<file path="src/rtl/core/itoa_pkg.sv">
// ----------------------------------------------------------------------------
// itoa_pkg
// Shared types and constants of the integer to ASCII formatter.
// ----------------------------------------------------------------------------
package itoa_pkg;

    localparam int FLAG_ZEROPAD = 0;
    localparam int FLAG_SIGNED  = 1;
    localparam int FLAG_PLUS    = 2;
    localparam int FLAG_SPACE   = 3;
    localparam int FLAG_LEFT    = 4;
    localparam int FLAG_PREFIX  = 5;
    localparam int FLAG_UPPER   = 6;

    localparam logic [5:0] MIN_RADIX   = 6'd2;
    localparam logic [5:0] MAX_RADIX   = 6'd36;
    localparam logic [5:0] OCT_RADIX   = 6'd8;
    localparam logic [5:0] HEX_RADIX   = 6'd16;
    localparam logic [5:0] PFX_X_DIGIT = 6'd33;

    localparam logic [7:0] CH_SPACE   = 8'h20;
    localparam logic [7:0] CH_PLUS    = 8'h2b;
    localparam logic [7:0] CH_MINUS   = 8'h2d;
    localparam logic [7:0] CH_ZERO    = 8'h30;
    localparam logic [7:0] CH_UPPER_A = 8'h41;
    localparam logic [7:0] CH_LOWER_A = 8'h61;
    localparam logic [7:0] CH_LOWER_Z = 8'h7a;

    typedef struct packed {
        logic [5:0]        radix;
        logic signed [7:0] size;
        logic signed [6:0] prec;
        logic [7:0]        sign_ch;
        logic              has_sign;
        logic [1:0]        pfx_len;
        logic              upper;
        logic              zeropad;
        logic              left;
    } t_desc;

endpackage

</file>
<file path="src/rtl/core/itoa_front.sv">
// ----------------------------------------------------------------------------
// itoa_front
// Accepts format requests, resolves sign, prefix, width and precision, and
// hands a descriptor with the magnitude to the queue. Bad radix is dropped.
// ----------------------------------------------------------------------------
module itoa_front #(
    parameter int VALUE_BITS = 32,
    parameter int MAX_FIELD  = 60
) (
    input  logic                    i_valid,
    output logic                    o_stall,
    input  logic [VALUE_BITS-1:0]   i_value,
    input  logic [5:0]              i_radix,
    input  logic signed [6:0]       i_field_width,
    input  logic signed [6:0]       i_min_digits,
    input  logic [6:0]              i_flag_bits,
    input  logic                    i_q_full,
    output logic                    o_push,
    output itoa_pkg::t_desc         o_desc,
    output logic [VALUE_BITS-1:0]   o_mag
);
    import itoa_pkg::*;

    function automatic logic signed [6:0] lim_field(input logic [6:0] raw);
        logic signed [6:0] res;
        if (raw[6]) begin
            res = '1;
        end else if (raw[5:0] > 6'(MAX_FIELD)) begin
            res = {1'b0, 6'(MAX_FIELD)};
        end else begin
            res = raw;
        end
        return res;
    endfunction

    logic              w_base_ok;
    logic              w_neg;
    logic              w_has_sign;
    logic [1:0]        w_pfx_len;
    logic signed [6:0] w_fw;

    assign w_base_ok  = (i_radix >= MIN_RADIX) && (i_radix <= MAX_RADIX);
    assign w_neg      = i_flag_bits[FLAG_SIGNED] && i_value[VALUE_BITS-1];
    assign w_has_sign = i_flag_bits[FLAG_SIGNED] &&
                        (w_neg || i_flag_bits[FLAG_PLUS] || i_flag_bits[FLAG_SPACE]);
    assign w_fw       = lim_field(i_field_width);

    always_comb begin
        w_pfx_len = 2'd0;
        if (i_flag_bits[FLAG_PREFIX]) begin
            if (i_radix == HEX_RADIX) begin
                w_pfx_len = 2'd2;
            end else if (i_radix == OCT_RADIX) begin
                w_pfx_len = 2'd1;
            end
        end
    end

    always_comb begin
        o_desc.radix    = i_radix;
        o_desc.size     = 8'(w_fw) - 8'(w_has_sign) - 8'(w_pfx_len);
        o_desc.prec     = lim_field(i_min_digits);
        o_desc.sign_ch  = w_neg ? CH_MINUS : (i_flag_bits[FLAG_PLUS] ? CH_PLUS : CH_SPACE);
        o_desc.has_sign = w_has_sign;
        o_desc.pfx_len  = w_pfx_len;
        o_desc.upper    = i_flag_bits[FLAG_UPPER];
        o_desc.zeropad  = i_flag_bits[FLAG_ZEROPAD] && !i_flag_bits[FLAG_LEFT];
        o_desc.left     = i_flag_bits[FLAG_LEFT];
    end

    assign o_mag   = w_neg ? (~i_value + 1'b1) : i_value;
    assign o_stall = i_q_full;
    assign o_push  = i_valid && !i_q_full && w_base_ok;

endmodule

</file>
<file path="src/rtl/core/itoa_queue.sv">
// ----------------------------------------------------------------------------
// itoa_queue
// Small register FIFO between the request front end and the formatter.
// ----------------------------------------------------------------------------
module itoa_queue #(
    parameter int WIDTH = 8,
    parameter int DEPTH = 2
) (
    input  logic             i_clk,
    input  logic             i_rst_n,
    input  logic             i_push,
    input  logic [WIDTH-1:0] i_data,
    input  logic             i_pop,
    output logic [WIDTH-1:0] o_data,
    output logic             o_empty,
    output logic             o_full
);
    localparam int PW = (DEPTH > 1) ? $clog2(DEPTH) : 1;
    localparam int CW = $clog2(DEPTH + 1);

    logic [WIDTH-1:0] r_mem [DEPTH];
    logic [PW-1:0]    r_wr;
    logic [PW-1:0]    r_rd;
    logic [CW-1:0]    r_count;
    logic             w_push;
    logic             w_pop;

    assign o_empty = (r_count == '0);
    assign o_full  = (r_count == CW'(DEPTH));
    assign w_push  = i_push && !o_full;
    assign w_pop   = i_pop && !o_empty;
    assign o_data  = r_mem[r_rd];

    always_ff @(posedge i_clk) begin
        if (!i_rst_n) begin
            r_wr    <= '0;
            r_rd    <= '0;
            r_count <= '0;
        end else begin
            if (w_push) begin
                r_wr <= (r_wr == PW'(DEPTH - 1)) ? '0 : r_wr + 1'b1;
            end
            if (w_pop) begin
                r_rd <= (r_rd == PW'(DEPTH - 1)) ? '0 : r_rd + 1'b1;
            end
            if (w_push && !w_pop) begin
                r_count <= r_count + 1'b1;
            end else if (w_pop && !w_push) begin
                r_count <= r_count - 1'b1;
            end
        end
    end

    always_ff @(posedge i_clk) begin
        if (w_push) begin
            r_mem[r_wr] <= i_data;
        end
    end

endmodule

</file>
<file path="src/rtl/core/itoa_back.sv">
// ----------------------------------------------------------------------------
// itoa_back
// Extracts digits by restoring division, eight quotient bits per cycle,
// then streams the formatted text one character per transfer.
// ----------------------------------------------------------------------------
module itoa_back #(
    parameter int VALUE_BITS = 32
) (
    input  logic                  i_clk,
    input  logic                  i_rst_n,
    input  logic                  i_q_valid,
    output logic                  o_q_pop,
    input  itoa_pkg::t_desc       i_desc,
    input  logic [VALUE_BITS-1:0] i_mag,
    output logic                  o_valid,
    input  logic                  i_stall,
    output logic [7:0]            o_out_char,
    output logic                  o_last
);
    import itoa_pkg::*;

    localparam int DIV_STEPS = 8;
    localparam int DIV_W     = ((VALUE_BITS + DIV_STEPS - 1) / DIV_STEPS) * DIV_STEPS;
    localparam int DIV_CYC   = DIV_W / DIV_STEPS;
    localparam int CYC_W     = (DIV_CYC > 1) ? $clog2(DIV_CYC) : 1;
    localparam int ND_W      = $clog2(VALUE_BITS + 1);

    typedef enum logic [1:0] {S_IDLE, S_DIV, S_SETUP, S_EMIT} t_state;

    function automatic logic [7:0] digit_char(input logic [5:0] d, input logic up);
        logic [7:0] ch;
        if (d < 6'd10) begin
            ch = CH_ZERO + {2'b00, d};
        end else begin
            ch = (up ? CH_UPPER_A : CH_LOWER_A) + {2'b00, d} - 8'd10;
        end
        return ch;
    endfunction

    t_state            r_state, n_state;
    logic              r_ovalid, n_ovalid;
    logic [7:0]        r_char, n_char;
    logic              r_last, n_last;
    logic [DIV_W-1:0]  r_work, n_work;
    logic [5:0]        r_rem, n_rem;
    logic [CYC_W-1:0]  r_cyc, n_cyc;
    logic [ND_W-1:0]   r_nd, n_nd;
    logic [5:0]        r_base, n_base;
    logic signed [7:0] r_size, n_size;
    logic signed [6:0] r_prec, n_prec;
    logic [7:0]        r_sign_ch, n_sign_ch;
    logic              r_sign, n_sign;
    logic [1:0]        r_pfx, n_pfx;
    logic              r_hex, n_hex;
    logic              r_upper, n_upper;
    logic              r_zeropad, n_zeropad;
    logic              r_left, n_left;
    logic [5:0]        r_lead, n_lead;
    logic [5:0]        r_zero, n_zero;
    logic [5:0]        r_trail, n_trail;
    logic [5:0]        r_total, n_total;
    logic [5:0]        r_stack [VALUE_BITS];
    logic              w_push;
    logic              w_pop;
    logic [6:0]        v_rem;
    logic [DIV_W-1:0]  v_work;
    logic              v_qb;
    logic signed [7:0] v_nd8;
    logic signed [7:0] v_prec8;
    logic signed [7:0] v_prec_eff;
    logic signed [7:0] v_pad;
    logic signed [7:0] v_pz;
    logic [5:0]        v_padcnt;
    logic              w_free;

    assign w_free = !r_ovalid || !i_stall;

    always_comb begin
        v_work = r_work;
        v_rem  = {1'b0, r_rem};
        for (int k = 0; k < DIV_STEPS; k++) begin
            v_rem = {v_rem[5:0], v_work[DIV_W-1]};
            v_qb  = (v_rem >= {1'b0, r_base});
            if (v_qb) begin
                v_rem = v_rem - {1'b0, r_base};
            end
            v_work = {v_work[DIV_W-2:0], v_qb};
        end
    end

    always_comb begin
        v_nd8      = 8'(r_nd);
        v_prec8    = 8'(r_prec);
        v_prec_eff = (v_prec8 > v_nd8) ? v_prec8 : v_nd8;
        v_pad      = r_size - v_prec_eff;
        v_pz       = v_prec_eff - v_nd8;
        v_padcnt   = (v_pad > 8'sd0) ? v_pad[5:0] : 6'd0;
    end

    always_comb begin
        n_state   = r_state;
        n_ovalid  = r_ovalid && i_stall;
        n_char    = r_char;
        n_last    = r_last;
        n_work    = r_work;
        n_rem     = r_rem;
        n_cyc     = r_cyc;
        n_nd      = r_nd;
        n_base    = r_base;
        n_size    = r_size;
        n_prec    = r_prec;
        n_sign_ch = r_sign_ch;
        n_sign    = r_sign;
        n_pfx     = r_pfx;
        n_hex     = r_hex;
        n_upper   = r_upper;
        n_zeropad = r_zeropad;
        n_left    = r_left;
        n_lead    = r_lead;
        n_zero    = r_zero;
        n_trail   = r_trail;
        n_total   = r_total;
        o_q_pop   = 1'b0;
        w_push    = 1'b0;
        w_pop     = 1'b0;
        unique case (r_state)
            S_IDLE: begin
                if (i_q_valid) begin
                    o_q_pop   = 1'b1;
                    n_state   = S_DIV;
                    n_work    = DIV_W'(i_mag);
                    n_rem     = '0;
                    n_cyc     = '0;
                    n_nd      = '0;
                    n_base    = i_desc.radix;
                    n_size    = i_desc.size;
                    n_prec    = i_desc.prec;
                    n_sign_ch = i_desc.sign_ch;
                    n_sign    = i_desc.has_sign;
                    n_pfx     = i_desc.pfx_len;
                    n_hex     = (i_desc.pfx_len == 2'd2);
                    n_upper   = i_desc.upper;
                    n_zeropad = i_desc.zeropad;
                    n_left    = i_desc.left;
                end
            end
            S_DIV: begin
                n_work = v_work;
                n_rem  = v_rem[5:0];
                n_cyc  = r_cyc + 1'b1;
                if (r_cyc == CYC_W'(DIV_CYC - 1)) begin
                    w_push = 1'b1;
                    n_cyc  = '0;
                    n_rem  = '0;
                    n_nd   = r_nd + 1'b1;
                    if (v_work == '0) begin
                        n_state = S_SETUP;
                    end
                end
            end
            S_SETUP: begin
                n_lead  = (!r_zeropad && !r_left) ? v_padcnt : 6'd0;
                n_trail = r_left ? v_padcnt : 6'd0;
                n_zero  = (r_zeropad ? v_padcnt : 6'd0) + v_pz[5:0];
                n_total = n_lead + 6'(r_sign) + 6'(r_pfx) + n_zero + 6'(r_nd) + n_trail;
                n_state = S_EMIT;
            end
            S_EMIT: begin
                if (w_free) begin
                    n_ovalid = 1'b1;
                    n_last   = (r_total == 6'd1);
                    n_total  = r_total - 1'b1;
                    if (r_total == 6'd1) begin
                        n_state = S_IDLE;
                    end
                    priority if (r_lead != '0) begin
                        n_char = CH_SPACE;
                        n_lead = r_lead - 1'b1;
                    end else if (r_sign) begin
                        n_char = r_sign_ch;
                        n_sign = 1'b0;
                    end else if (r_pfx != '0) begin
                        n_char = (r_pfx == 2'd1 && r_hex) ? digit_char(PFX_X_DIGIT, r_upper)
                                                          : CH_ZERO;
                        n_pfx  = r_pfx - 1'b1;
                    end else if (r_zero != '0) begin
                        n_char = CH_ZERO;
                        n_zero = r_zero - 1'b1;
                    end else if (r_nd != '0) begin
                        n_char = digit_char(r_stack[0], r_upper);
                        n_nd   = r_nd - 1'b1;
                        w_pop  = 1'b1;
                    end else begin
                        n_char  = CH_SPACE;
                        n_trail = r_trail - 1'b1;
                    end
                end
            end
            default: begin
                n_state = S_IDLE;
            end
        endcase
    end

    always_ff @(posedge i_clk) begin
        if (!i_rst_n) begin
            r_state  <= S_IDLE;
            r_ovalid <= 1'b0;
        end else begin
            r_state  <= n_state;
            r_ovalid <= n_ovalid;
        end
        r_char    <= n_char;
        r_last    <= n_last;
        r_work    <= n_work;
        r_rem     <= n_rem;
        r_cyc     <= n_cyc;
        r_nd      <= n_nd;
        r_base    <= n_base;
        r_size    <= n_size;
        r_prec    <= n_prec;
        r_sign_ch <= n_sign_ch;
        r_sign    <= n_sign;
        r_pfx     <= n_pfx;
        r_hex     <= n_hex;
        r_upper   <= n_upper;
        r_zeropad <= n_zeropad;
        r_left    <= n_left;
        r_lead    <= n_lead;
        r_zero    <= n_zero;
        r_trail   <= n_trail;
        r_total   <= n_total;
    end

    // push new digit on top, pop toward the top
    always_ff @(posedge i_clk) begin
        if (w_push) begin
            r_stack[0] <= v_rem[5:0];
            for (int i = 1; i < VALUE_BITS; i++) begin
                r_stack[i] <= r_stack[i-1];
            end
        end else if (w_pop) begin
            for (int i = 0; i < VALUE_BITS - 1; i++) begin
                r_stack[i] <= r_stack[i+1];
            end
        end
    end

    assign o_valid    = r_ovalid;
    assign o_out_char = r_char;
    assign o_last     = r_last;

endmodule

</file>
<file path="src/rtl/core/integer_to_ascii_formatter.sv">
// ----------------------------------------------------------------------------
// integer_to_ascii_formatter
// printf-style integer to text conversion, one ASCII character per transfer.
// ----------------------------------------------------------------------------
// Each request is formatted into 1 to 63 characters, the final one flagged by
// o_last; a radix outside 2..36 produces no output. Requests pass through a
// two-entry queue, so up to two can be taken while the formatter is busy.
// Digits come from a restoring divider that resolves 8 quotient bits per
// cycle. An item occupies the formatter for digit extraction, then a setup
// step, then the emission of its characters, which the receiver can hold
// back with i_stall.
// ----------------------------------------------------------------------------
module integer_to_ascii_formatter #(
    parameter int VALUE_BITS = 32,
    parameter int MAX_FIELD  = 60
) (
    input  logic                  i_clk,
    input  logic                  i_rst_n,
    input  logic                  i_valid,
    output logic                  o_stall,
    input  logic [VALUE_BITS-1:0] i_value,
    input  logic [5:0]            i_radix,
    input  logic signed [6:0]     i_field_width,
    input  logic signed [6:0]     i_min_digits,
    input  logic [6:0]            i_flag_bits,
    output logic                  o_valid,
    input  logic                  i_stall,
    output logic [7:0]            o_out_char,
    output logic                  o_last
);
    import itoa_pkg::*;

    localparam int DESC_W = $bits(t_desc);
    localparam int QW     = VALUE_BITS + DESC_W;

    t_desc                 w_front_desc;
    logic [VALUE_BITS-1:0] w_front_mag;
    logic                  w_push;
    logic                  w_pop;
    logic                  w_q_empty;
    logic                  w_q_full;
    logic [QW-1:0]         w_q_dout;

    itoa_front #(
        .VALUE_BITS (VALUE_BITS),
        .MAX_FIELD  (MAX_FIELD)
    ) u_front (
        .i_valid       (i_valid),
        .o_stall       (o_stall),
        .i_value       (i_value),
        .i_radix       (i_radix),
        .i_field_width (i_field_width),
        .i_min_digits  (i_min_digits),
        .i_flag_bits   (i_flag_bits),
        .i_q_full      (w_q_full),
        .o_push        (w_push),
        .o_desc        (w_front_desc),
        .o_mag         (w_front_mag)
    );

    itoa_queue #(
        .WIDTH (QW),
        .DEPTH (2)
    ) u_queue (
        .i_clk   (i_clk),
        .i_rst_n (i_rst_n),
        .i_push  (w_push),
        .i_data  ({w_front_mag, w_front_desc}),
        .i_pop   (w_pop),
        .o_data  (w_q_dout),
        .o_empty (w_q_empty),
        .o_full  (w_q_full)
    );

    itoa_back #(
        .VALUE_BITS (VALUE_BITS)
    ) u_back (
        .i_clk      (i_clk),
        .i_rst_n    (i_rst_n),
        .i_q_valid  (!w_q_empty),
        .o_q_pop    (w_pop),
        .i_desc     (t_desc'(w_q_dout[DESC_W-1:0])),
        .i_mag      (w_q_dout[QW-1:DESC_W]),
        .o_valid    (o_valid),
        .i_stall    (i_stall),
        .o_out_char (o_out_char),
        .o_last     (o_last)
    );

    a_bad_radix_dropped: assert property (@(posedge i_clk) disable iff (!i_rst_n)
        (i_valid && !o_stall && (i_radix < MIN_RADIX || i_radix > MAX_RADIX)) |-> !w_push)
        else $error("request with bad radix entered the queue");

    a_good_radix_queued: assert property (@(posedge i_clk) disable iff (!i_rst_n)
        (i_valid && !o_stall && i_radix >= MIN_RADIX && i_radix <= MAX_RADIX)
        |=> !w_q_empty)
        else $error("accepted request missing from queue");

    a_char_printable: assert property (@(posedge i_clk) disable iff (!i_rst_n)
        o_valid |-> (o_out_char >= CH_SPACE && o_out_char <= CH_LOWER_Z))
        else $error("output character out of range");

endmodule

</file>
<file path="config.mk">
export PLATFORM = sky130hd
export DESIGN_NAME = integer_to_ascii_formatter
export DESIGN_NICKNAME = d
export VERILOG_FILES = /design/src/rtl/core/itoa_pkg.sv /design/src/rtl/core/itoa_front.sv /design/src/rtl/core/itoa_queue.sv /design/src/rtl/core/itoa_back.sv /design/src/rtl/core/integer_to_ascii_formatter.sv
export SDC_FILE = /design/constraint.sdc
export NUM_CORES = 1
export LEC_CHECK = 0
export ABC_AREA = 1
export BUFFER_PORTS_ARGS = -buffer_cell sky130_fd_sc_hd__clkbuf_2
export CAP_MARGIN = 20
export CORE_MARGIN = 5
export CORE_UTILIZATION = 68
export DETAILED_ROUTE_END_ITERATION = 16
export PLACE_DENSITY = 0.95
export SKIP_CTS_REPAIR_TIMING = 1
export SYNTH_ARGS = -nofsm -noshare
export SYNTH_HDL_FRONTEND = slang
export SYNTH_SLANG_ARGS = --single-unit
</file>
<file path="constraint.sdc">
create_clock -name i_clk -period 26.1 [get_ports i_clk]
set_clock_uncertainty 0.05 [all_clocks]
set_input_delay 5.22 -clock i_clk [delete_from_list [all_inputs] [get_ports i_clk]]
set_output_delay 5.22 -clock i_clk [all_outputs]
set_load 0.03 [all_outputs]
</file>
# Yosys cells after proc, flatten, opt, wreduce, memory -nomap -nowiden
# Memory sizes are Yosys's and may differ from the RTL's. A register that Yosys moved wholly into a read port is not among the register bits.
# Cells that the tools add are included.
# totals
ff_bits	116
elab_cells	309
ram_bits	326
out_inout_bits	11
in_bits	63
n_memories	2
# memory_table
name	words	word_bits	rd	rd_ports_with_merged_regs	write_ports	line	text
u_back.r_stack	32	6	32	0	32	itoa_back.sv:62	logic [5:0] r_stack [VALUE_BITS];
u_queue.r_mem	2	67	1	1	1	itoa_queue.sv:21	logic [WIDTH-1:0] r_mem [DEPTH];
# op_classes
n_bitwise	33
n_mux	130
eq_ne	23
n_addsub	35
n_reduce_logical	47
magnitude_cmp	15
# ops
op	count
6-bit two-way mux	63
32-bit two-way mux	2
8-bit two-way mux	8
32-bit case mux with 2 select lines	1
7-bit by 6-bit greater-or-equal comparator with 1-bit output	8
6-bit subtractor	9
6-bit case mux with 2 select lines	4
32-bit by 1-bit adder with 32-bit output, second input constant	1
32-bit zero test	1
2-bit two-way mux	16
32-bit NOT	1
1-bit OR	31
1-bit two-way mux	28
6-bit adder	4
6-bit by 1-bit subtractor with 6-bit output, second input constant	4
6-bit case mux with 3 select lines	1
6-bit nonzero test	3
2-bit by 1-bit inequality test with 1-bit output, second input constant	8
8-bit by 4-bit subtractor with 8-bit output, second input constant	2
7-bit two-way mux	2
1-bit logical AND	13
6-bit > comparator, second input constant	2
6-bit AND reduction	2
2-bit equality test, second input constant	5
other kinds (37)	64

# Longest topological paths before layout
# Gate-level depths: netlist (run 1).
# logic_depth
ltp_word	19
depth_mapped	87
mapped_depth_nobuf	83

# Modules after synthesis
# Synthesis (run 1) repeated with hierarchy kept, for this count alone.
# hier_totals
cells_unflattened	2428
area_unflattened_um2	24362.1
# modules_own_cells
mod	cells_each	n_inst	seq_area_each_um2	area_each_um2
itoa_back	1864	1	9098.7	17521.8
itoa_queue	246	1	4124.0	5188.7
itoa_front	317	1	0.0	1647.8
integer_to_ascii_formatter	1	1	0.0	3.8

# Worst setup path before layout (run 1)
# Ideal clock, no wire load.
# synth_timing
path_kind	flip-flop to flip-flop
startpoint	reg u_back.r_base[1]
endpoint	mem u_back.r_stack[0][0] (data pin)
stages_incl_launch_ff	82
setup_time_ns	0.259
path_buffers	4
required_time_ns	25.791
path_slack_ns	13.463
arrival_ns	12.327
synth_period_minus_slack_ns	12.637
path_cell_list	edfxtp_1 -> inv_1 -> ha_1 -> nand3_1 -> nand3_1 -> nand2_2 -> nand2_4 -> nand2_1 -> nand2_1 -> ha_1 -> a21oi_1 -> nand2_1 -> nand3_1 -> nand3_1 -> nand2_1 -> nand3_2 -> buf_6 -> nand2_1 -> [... 46 more ...] -> nor2_1 -> a211o_1 -> a221oi_1 -> nand3_2 -> buf_6 -> o21ai_1 -> inv_1 -> ha_1 -> a21oi_1 -> nand2_1 -> a21oi_1 -> nor2_1 -> nor2_1 -> nor2_1 -> nor3_1 -> nand3_2 -> o211ai_1 -> nand2_1
# synth_lines
element	line	text
start, declared	itoa_back.sv:48	logic [5:0] r_base, n_base;
start signal, assigned	itoa_back.sv:219	r_base <= n_base;
end, declared	itoa_back.sv:62	

==> impl_metrics.py, run 1 <==
metrics = {
    "grt": {
        "grt_usage_pct": 27.2,
        "first_global_vias": 16800,
        "grt_max_degree": 125,
        "grt_pass1_wl_microns": 84200,
        "antenna_found_initial": 0,
        "grt_overflow": 0,
    },
    "yosys": {
        "synth_compound_area_share_pct": 9.31,
        "synth_top_area_share_pct": 55.1,
        "netlist_area_sq_um": 22900,
        "ys_seq_elements": 428,
        "synth-edff-count": 420,
        "synthArstFlopShare_pct": 0,
        "synthAdderAreaFrac_pct": 8.26,
        "synth_top_family_by_area": "simple AND/OR/NAND/NOR gates",
        "yosys_warnings": 0,
        "ys.flop_type": "edfxtp_1",
        "synth-xor-area-share_pct": 3.29,
        "ys_types": 58,
        "synth_top_area_cell": "edfxtp_1",
        "netlist_instances": 2328,
        "netlist_top_cells_count": "567 x nand2_1, 420 x edfxtp_1, 279 x inv_1, 180 x nor2_1, 169 x o21ai_0",
        "synth_nets": 2524,
        "yosys.area_share.simple_pct": 17.2,
        "synth.area.mux_share_pct": 0.0875,
        "netlist_top_cells_area": "edfxtp_1 55%, nand2_1 9.3%, ha_1 5.6%, inv_1 4.6%, o21ai_0 3.7%",
        "syn_avg_cell_area_sq_um": 9.83,
        "seq_area_frac_synth_pct": 55.8,
        "yosysMostFrequentCell": "nand2_1",
    },
    "sta": {
        "setup_viol": 0,
        "hold_violations": 0,
        "min_period_over_period_pct": 57.1,
        "worstMarginPinSlew_ns": 1.01,
        "slew_headroom_pct": 32.8,
        "rsz0062_at_grt": "false",
        "max_freq_mhz": 67.1,
        "min_period_ns": 14.91,
        "setup_tns_ns": 0,
        "slew_violations": 0,
    },
    "detailed_routing": {
        "wire_per_inst_microns": 18.7,
        "post_drt_via_cell_ratio": 6.04,
        "drt-total-wl_microns": 53600,
        "first_pass_iters": 6,
        "ant_nets": 0,
        "drc_errors": 0,
        "dr.first_iter.drc_count": 2099,
        "routed-via-count": 17300,
    },
    "worst_setup_path": {
        "cp.arrival_ns": 15.14,
        "critPathTopFamily": "compound AO/OA/AOI/OAI gates",
        "worst_path_max_delay_cell": "edfxtp_1",
        "crit_path_end": "u_back.r_stack[0][0]",
        "reg2reg_from": "u_back.r_base[1]",
        "reg2reg_to": "u_back.r_stack[0][0]",
        "ff2ff_setup_slack_ns": 11.19,
        "setup.worst_path.start": "u_back.r_base[1]",
        "cp_num_cells": 77,
        "crit_fanout": 13,
        "crit_path_frequent_cell": "nand2_1",
        "cp-start-kind": "register",
        "slowest_delay_ns": 0.61,
        "r2r_cells": 77,
        "cp-end-kind": "register",
        "path_buf_inv": 6,
        "path_class": "register to register",
        "required_ns": 26.33,
    },
    "placed_design": {
        "dp_hpwl_microns": 34600,
        "routabilityCongestion": 0.880,
        "io_buffers": 73,
    },
    "finish": {
        "postLayoutCoreUtil_pct": 74.9,
        "drive_above_1_share_pct": 8.58,
        "nets": 2581,
        "seqCellArea_sq_um": 12800,
        "multiInputGateArea_sq_um": 8760,
        "fillers": 2008,
        "area_growth_pct": 9.22,
    },
    "clock_network": {
        "clkTransAtPathRegs_ns": 0.07,
        "clockBufferDepth": 3,
        "clk_latency_ns": 0.55,
        "htreeDepth": 2,
        "cts_tree": "built",
        "cts_root_buf": "clkbuf_16",
        "cts_buffers": 42,
        "cts_sinks": 428,
    },
    "floorplan": {
        "die_area_sq_um": 37400,
        "initial_core_util_pct": 68.6,
        "die_h_microns": 193,
        "die_w_microns": 193,
        "ios": 74,
        "core_sq_um": 33400,
        "rows": 67,
    },
    "worst_hold_path": {
        "min-delay-start": "u_back.r_stack[0][181]",
        "worst_hold_path_type": "register to register",
        "worstHoldPathCells": 0,
    },
    "job": {
        "max_cap_violations": 0,
    },
    "status": {
        "status": "finished, final reports clean",
    },
}
-- layout by cell type, fill, tap and decap left out, types with 9 or more instances in the layout --
cell and count:
nand2_1 565, edfxtp_1 420, inv_1 278, nor2_1 178, o21ai_0 169, a21oi_1 161
ha_1 103, clkbuf_2 73, nand3_1 66, xor2_1 54, clkbuf_16 43, xnor2_1 32
fa_1 30, nor3_1 28, nand4_1 17, nor4_1 14, buf_4 14, o21ai_1 13
nand2_2 10, clkbuf_1 10, nand3_2 9
-- cells by family (layout without fill, tap and decap cells) --
logic type | count (synthesis) | in the layout
AO/OA/AOI/OAI | 395 | 395
XOR/XNOR | 86 | 86
adder cells (fa/ha/maj) | 133 | 133
buffers and inverters | 359 | 444
flip-flops | 428 | 428
multiplexers | 2 | 2
other | 0 | 1
AND/OR/NAND/NOR | 925 | 925
-- worst min path at each step --
| stage | endpoint | slack [ns] |
|---|---|---|
| CTS | u_back.r_stack[0][187] | 0.40 |
| global route | u_back.r_stack[0][187] | 0.42 |
| detailed placement | u_back.r_stack[0][187] | 0.38 |
| finish | u_back.r_stack[0][187] | 0.40 |
| floorplan | register | 0.38 |
| global placement | register | 0.38 |
-- metal layers --
| layer | up-vias | share of wire [%] | GRT usage [%] |
|---|---|---|---|
| met1 | 8145 | 38 | 35.2 |
| met2 | 993 | 49 | 46.7 |
| met4 | 0 | 4.3 | 10.7 |
| li1 | 7961 | - | - |
| met5 | - | 0 | 0 |
| met3 | 194 | 8.4 | 4.14 |
-- state kept, by name, indices dropped and copies added, names as in the netlist, 2 cells and up, named ones only --
signal	cells
u_back.o_out_char	8
u_back.r_base	6
u_back.r_cyc	2
u_back.r_lead	6
u_back.r_nd	6
u_back.r_pfx	2
u_back.r_prec	7
u_back.r_rem	6
u_back.r_sign_ch	3
u_back.r_size	8
u_back.r_stack	192
u_back.r_state	2
u_back.r_total	6
u_back.r_work	32
u_back.r_zero	6
u_queue.r_count	2
u_queue.r_mem	124
-- cell type report --
| cell class | count | share of cell area [%] |
|---|---|---|
| diodes | 1 | 0.0100 |
| clock buffers | 56 | 4.62 |
| clock inverters | 16 | 0.566 |
| inverters | 282 | 4.24 |
| multi-input cells | 1541 | 35.1 |
| flip-flops and latches | 428 | 51.1 |
| well taps | 448 | 2.24 |
| repair buffers | 90 | 2.12 |
-- per-stage QoR --
| step | hold WS [ns] | instances | cell area [sq um] | worst slack [ns] |
|---|---|---|---|---|
| after floorplan | 0.375 | 2328 | 22900 | 13.46 |
| final | 0.397 | 2862 | 25000 | 11.19 |
| after CTS | 0.399 | 2858 | 24900 | 11.27 |
| after global placement | 0.376 | 2786 | 23600 | 12.29 |
| after global routing | 0.422 | 2861 | 25000 | 9.70 |
| after detailed placement | 0.385 | 2786 | 23600 | 11.40 |
Power of run 1 is left out: the tool's default activity adds up to more than one toggle a clock period on the data nets, which glitch-free logic cannot reach.
==> run 2: changes to the inputs <==
--- a/config.mk
+++ b/config.mk
@@ -5,13 +5,13 @@
 export SDC_FILE = /design/constraint.sdc
 export NUM_CORES = 1
 export LEC_CHECK = 0
-export ABC_AREA = 1
+export ABC_AREA = 0
 export BUFFER_PORTS_ARGS = -buffer_cell sky130_fd_sc_hd__clkbuf_2
 export CAP_MARGIN = 20
 export CORE_MARGIN = 5
-export CORE_UTILIZATION = 68
+export CORE_UTILIZATION = 63
 export DETAILED_ROUTE_END_ITERATION = 16
-export PLACE_DENSITY = 0.95
+export PLACE_DENSITY = 0.91
 export SKIP_CTS_REPAIR_TIMING = 1
 export SYNTH_ARGS = -nofsm -noshare
 export SYNTH_HDL_FRONTEND = slang
==> constraint.sdc (replaced) <==
create_clock -name i_clk -period 14 [get_ports i_clk]
set_clock_uncertainty 0.05 [all_clocks]
set_input_delay 2.8 -clock i_clk [delete_from_list [all_inputs] [get_ports i_clk]]
set_output_delay 2.8 -clock i_clk [all_outputs]
set_load 0.03 [all_outputs]
==> run 2 against run 1 <==
Synthesized area increased by 0.88%. Largest cell class unchanged. Register-to-register slack worse by 12 ns. Die area increased by 8.4%. Count of clock-buffer cells in the layout is 1 lower. Via count shrank 5.5%. Critical endpoint is now u_back.r_state[0]. The flow now finishes with violations (setup timing). Sequential share of layout area shrank 3.1 points.
==> impl_metrics.py, run 2 <==
metrics = {
    "yosys": {
        "synth_top_area_cell": "edfxtp_1",
        "synth_nets": 2184,
        "synthArstFlopShare_pct": 0,
        "synthAdderAreaFrac_pct": 8.19,
        "ys.flop_type": "edfxtp_1",
        "netlist_instances": 1988,
        "synth_top_area_share_pct": 54.7,
        "yosysMostFrequentCell": "edfxtp_1",
        "yosys.area_share.simple_pct": 12.7,
        "synth.area.mux_share_pct": 7.99,
        "synth_top_family_by_area": "simple AND/OR/NAND/NOR gates",
        "seq_area_frac_synth_pct": 55.3,
        "ys_types": 81,
        "netlist_area_sq_um": 23100,
        "synth-edff-count": 420,
        "netlist_top_cells_area": "edfxtp_1 55%, nand2_1 6.6%, mux2_2 5.9%, ha_1 5.6%, fa_1 2.6%",
        "syn_avg_cell_area_sq_um": 11.6,
        "synth-xor-area-share_pct": 3.76,
        "yosys_warnings": 0,
        "netlist_top_cells_count": "420 x edfxtp_1, 408 x nand2_1, 121 x mux2_2, 116 x inv_1, 103 x ha_1",
        "ys_seq_elements": 428,
        "synth_compound_area_share_pct": 8.84,
    },
    "detailed_routing": {
        "routed-via-count": 16300,
        "ant_nets": 0,
        "post_drt_via_cell_ratio": 6.14,
        "first_pass_iters": 6,
        "wire_per_inst_microns": 20.2,
        "drc_errors": 0,
        "drt-total-wl_microns": 53800,
        "dr.first_iter.drc_count": 1636,
    },
    "worst_setup_path": {
        "cp-end-kind": "register",
        "cp-start-kind": "register",
        "required_ns": 14.37,
        "path_class": "register to register",
        "slowest_delay_ns": 0.52,
        "cp.arrival_ns": 14.84,
        "crit_fanout": 5,
        "worst_path_max_delay_cell": "or4_4",
    },
    "sta": {
        "hold_violations": 0,
        "setup_viol": 15,
        "worstMarginPinSlew_ns": 1.28,
        "min_period_over_period_pct": 103,
        "slew_violations": 0,
        "min_period_ns": 14.46,
        "rsz0062_at_grt": "true",
        "setup_tns_ns": -5.42,
        "slew_headroom_pct": 14.2,
        "max_freq_mhz": 69.1,
        "setup_ws_ns": -0.464,
    },
    "worst_hold_path": {
        "worst_hold_path_type": "register to register",
    },
    "finish": {
        "top_register": "u_back.r_stack",
        "mostFrequentLayoutCells": "420 x edfxtp_1, 408 x nand2_1, 116 x mux2_2",
        "layout_commonest_cell": "edfxtp_1",
        "nets": 2355,
        "largest_register_ffs": 192,
        "antennaDiodeCount": 0,
        "largest_registers": "u_back.r_stack (192), u_queue.r_mem (124), u_back.r_work (32)",
        "drive_above_1_share_pct": 21.9,
        "area_growth_pct": 15.3,
    },
    "clock_network": {
        "cts_buffers": 44,
        "htreeDepth": 2,
        "clockBufferDepth": 3,
        "cts_tree": "built",
        "cts_root_buf": "clkbuf_16",
        "cts_sinks": 428,
        "clk_latency_ns": 0.57,
        "clkTransAtPathRegs_ns": 0.06,
    },
    "placed_design": {
        "routabilityCongestion": 0.938,
        "io_buffers": 73,
        "dp_hpwl_microns": 35300,
    },
    "grt": {
        "antenna_found_initial": 0,
        "grt_usage_pct": 25.9,
        "grt_overflow": 0,
        "first_global_vias": 16600,
        "grt_pass1_wl_microns": 85600,
        "grt_max_degree": 111,
    },
    "status": {
        "status": "finished with violations",
        "violations": "setup timing",
    },
    "floorplan": {
        "rows": 70,
        "ios": 74,
        "die_h_microns": 201,
        "initial_core_util_pct": 63.5,
        "core_sq_um": 36300,
        "die_area_sq_um": 40600,
        "die_w_microns": 201,
    },
    "job": {
        "max_cap_violations": 0,
    },
}
==> run 2: cell count changes in the layout (fill, tap and decap cells not counted), moves of 91 or more <==
cell / previous run / this run
a21oi_1: 161 / 70
nand2_1: 565 / 408
o21ai_0: 169 / 72
inv_1: 278 / 108
mux2_2: 0 / 116
buf_4: 14 / 113
==> run 2: final cells by class <==
type / instances / area (sq um)
Fill cell: 2134 / 9740
Tap cell: 468 / 586
Inverter: 117 / 444
Clock inverter: 24 / 268
Clock buffer: 55 / 1160
Multi-Input combinational cell: 1375 / 10100
Sequential cell: 428 / 12800
Timing Repair Buffer: 193 / 1310
==> run 2: worst max-delay path: cells and delay by family (launching register included) <==
kind / cells / cell delay, ns
compound gates: 35 / 7.15
mux: 8 / 2.07
simple gates: 10 / 1.93
fa+ha+maj: 8 / 1.81
buf+inv: 8 / 0.87
flops: 1 / 0.42
==> run 2: cells by family after synthesis <==
family,Yosys count
flops,428
compound gates,303
buf+inv,185
mux,168
fa+ha+maj,133
simple gates,672
xor+xnor,99
==> run 2: layer usage <==
metal  global-route usage [%]  share of wire (%)  vias to the layer above
li1                         -                  -                     7472
met1                     33.1                 39                     7933
met2                     44.7                 51                      753
met3                     4.11                6.5                      182
met4                     10.3                3.9                        0
met5                        0                  0                        -
==> run 2: worst paths after layout <==
path / slack [ns] / from / cells past startpoint / endpoint
worst min register to register: 0.41 / u_back.r_stack[0][181] / 0 / u_back.r_stack[0][187]
worst max register to register: -0.46 / u_back.r_base[4] / 69 / u_back.r_state[0]
worst min-delay path: 0.41 / u_back.r_stack[0][181] / 0 / u_back.r_stack[0][187]
worst max-delay path: -0.46 / u_back.r_base[4] / 69 / u_back.r_state[0]
==> run 2: through the flow <==
step	setup WS (ns)	instance area, sq um	utilization (%)	cells	hold WS [ns]
detailed placement	-0.484	24700	68.1	2556	0.391
finish	-0.464	26600	73.2	2660	0.407
floorplan	-0.813	23300	-	1988	0.372
global route	-1.06	26600	73.2	2660	0.414
CTS	-0.569	26200	72.0	2635	0.405
global placement	0.0885	24700	68.1	2556	0.376
Power of run 2 is left out for the same reason.
==> run 3: changes to the inputs <==
--- a/config.mk
+++ b/config.mk
@@ -7,10 +7,10 @@
 export LEC_CHECK = 0
 export ABC_AREA = 0
 export BUFFER_PORTS_ARGS = -buffer_cell sky130_fd_sc_hd__clkbuf_2
-export CAP_MARGIN = 20
 export CORE_MARGIN = 5
 export CORE_UTILIZATION = 63
 export DETAILED_ROUTE_END_ITERATION = 16
+export GPL_TIMING_DRIVEN = 0
 export PLACE_DENSITY = 0.91
 export SKIP_CTS_REPAIR_TIMING = 1
 export SYNTH_ARGS = -nofsm -noshare
==> run 3 against run 2 <==
Register-to-register slack lost 1.7 ns. Cell count is 1.5% higher. Via count up 5.3%. Largest cell class unchanged. Routed wire length grew 8.3%. Hold slack worse by 0.0061 ns. The run still ends with setup timing left.
==> impl_metrics.py, run 3 (same netlist as run 2, synthesis figures left out) <==
metrics = {
    "status": {
        "status": "finished with violations",
        "violations": "setup timing",
    },
    "floorplan": {
        "rows": 70,
        "initial_core_util_pct": 63.5,
        "core_sq_um": 36300,
        "die_h_microns": 201,
        "die_area_sq_um": 40600,
        "die_w_microns": 201,
        "ios": 74,
    },
    "sta": {
        "hold_violations": 0,
        "slew_headroom_pct": 20.5,
        "max_freq_mhz": 62.0,
        "worstMarginPinSlew_ns": 1.19,
        "setup_ws_ns": -2.13,
        "slew_violations": 0,
        "rsz0062_at_grt": "true",
        "setup_viol": 16,
        "min_period_ns": 16.13,
        "min_period_over_period_pct": 115,
    },
    "placed_design": {
        "placed_area_sq_um": 24500,
        "pre_cts_slack_ns": -3.01,
        "routabilityCongestion": 0.917,
        "io_buffers": 72,
        "place_inst": 2538,
        "dp_hpwl_microns": 36600,
    },
    "worst_setup_path": {
        "required_ns": 14.41,
        "cp-end-kind": "register",
        "cp_num_cells": 77,
        "ff2ff_setup_slack_ns": -2.13,
        "crit_path_frequent_cell": "ha_4",
        "worst_path_max_delay_cell": "or4_4",
        "critPathTopFamily": "compound AO/OA/AOI/OAI gates",
        "path_class": "register to register",
        "slowest_delay_ns": 0.58,
        "crit_fanout": 8,
        "cp.arrival_ns": 16.54,
        "path_buf_inv": 11,
        "r2r_cells": 77,
        "cp-start-kind": "register",
    },
    "finish": {
        "fin_area_sq_um": 26900,
        "largest_registers": "u_back.r_stack (192), u_queue.r_mem (124), u_back.r_work (32)",
        "layout_commonest_cell": "edfxtp_1",
        "top_register": "u_back.r_stack",
        "drive_above_1_share_pct": 21.2,
        "mostFrequentLayoutCells": "420 x edfxtp_1, 406 x nand2_1, 115 x mux2_2",
        "fin_cells": 2699,
        "postLayoutCoreUtil_pct": 74.0,
        "nets": 2395,
        "largest_register_ffs": 192,
        "area_growth_pct": 16.5,
        "antennaDiodeCount": 0,
    },
    "grt": {
        "grt_pass1_wl_microns": 87500,
        "grt_usage_pct": 26.4,
        "grt_overflow": 0,
        "antenna_found_initial": 0,
        "grt_max_degree": 42,
        "first_global_vias": 16900,
    },
    "detailed_routing": {
        "drc_errors": 0,
        "routed-via-count": 17200,
        "ant_nets": 0,
        "drt-total-wl_microns": 58200,
        "first_pass_iters": 8,
        "post_drt_via_cell_ratio": 6.38,
        "dr.first_iter.drc_count": 1714,
        "wire_per_inst_microns": 21.6,
    },
    "clock_network": {
        "cts_buffers": 43,
        "cts_root_buf": "clkbuf_16",
        "clkTransAtPathRegs_ns": 0.06,
        "cts_sinks": 428,
        "clockBufferDepth": 3,
        "clk_latency_ns": 0.58,
        "cts_tree": "built",
        "htreeDepth": 2,
    },
    "worst_hold_path": {
        "worst_hold_path_type": "register to register",
        "worstHoldPathCells": 0,
    },
    "job": {
        "max_cap_violations": 0,
    },
}
## run 3: cell types whose count changed in the layout (fill, tap and decap cells not counted), sizes merged
cell           before  now
bufinv              4    1
clkinv             19   22
clkinvlp            1    3
clkdlybuf4s15       0    1
inv               117  114
buf               120  112
clkbuf            128  175
## run 3: metrics by stage
step           hold WS, ns  setup TNS, ns
6_report             0.400         -30.18
5_1_grt              0.403         -36.76
4_1_cts              0.391         -45.37
3_5_place_dp         0.386         -43.81
3_3_place_gp         0.375        -163.13
2_1_floorplan        0.372          -8.85
## run 3: layout make-up
cell class,instances,area [sq um]
buffer,65,289
clock buffer,54,1130
clock inverter,23,176
fill,2020,9460
inverter,117,463
multi-input combinational,1375,10200
sequential,428,12800
tap,468,586
timing repair buffer,169,1240
## run 3: final timing paths
check                                         endpoint                   start
worst max-delay path                 u_back.r_state[1]        u_back.r_base[3]
worst min-delay path            u_back.r_stack[0][186]  u_back.r_stack[0][180]
worst max register to register       u_back.r_state[1]        u_back.r_base[3]
worst min register to register  u_back.r_stack[0][186]  u_back.r_stack[0][180]
## run 3: worst register-to-register path: cells and delay by family (launching register included)
kind / cells / cell delay, ns
AND/OR/NAND/NOR: 14 / 2.29
flip-flops: 1 / 0.39
multiplexers: 6 / 1.69
buffers and inverters: 11 / 1.46
AO/OA/AOI/OAI: 38 / 8.27
adder cells (fa/ha/maj): 8 / 1.84
## run 3: layer usage
| layer | wire length (microns) | track usage (%) |
|---|---|---|
| met1 | 21300 | 32.8 |
| met2 | 29000 | 46.1 |
| met3 | 4500 | 4.29 |
| met4 | 3470 | 11.6 |
| met5 | 0 | 0 |
Power of run 3 is left out for the same reason.
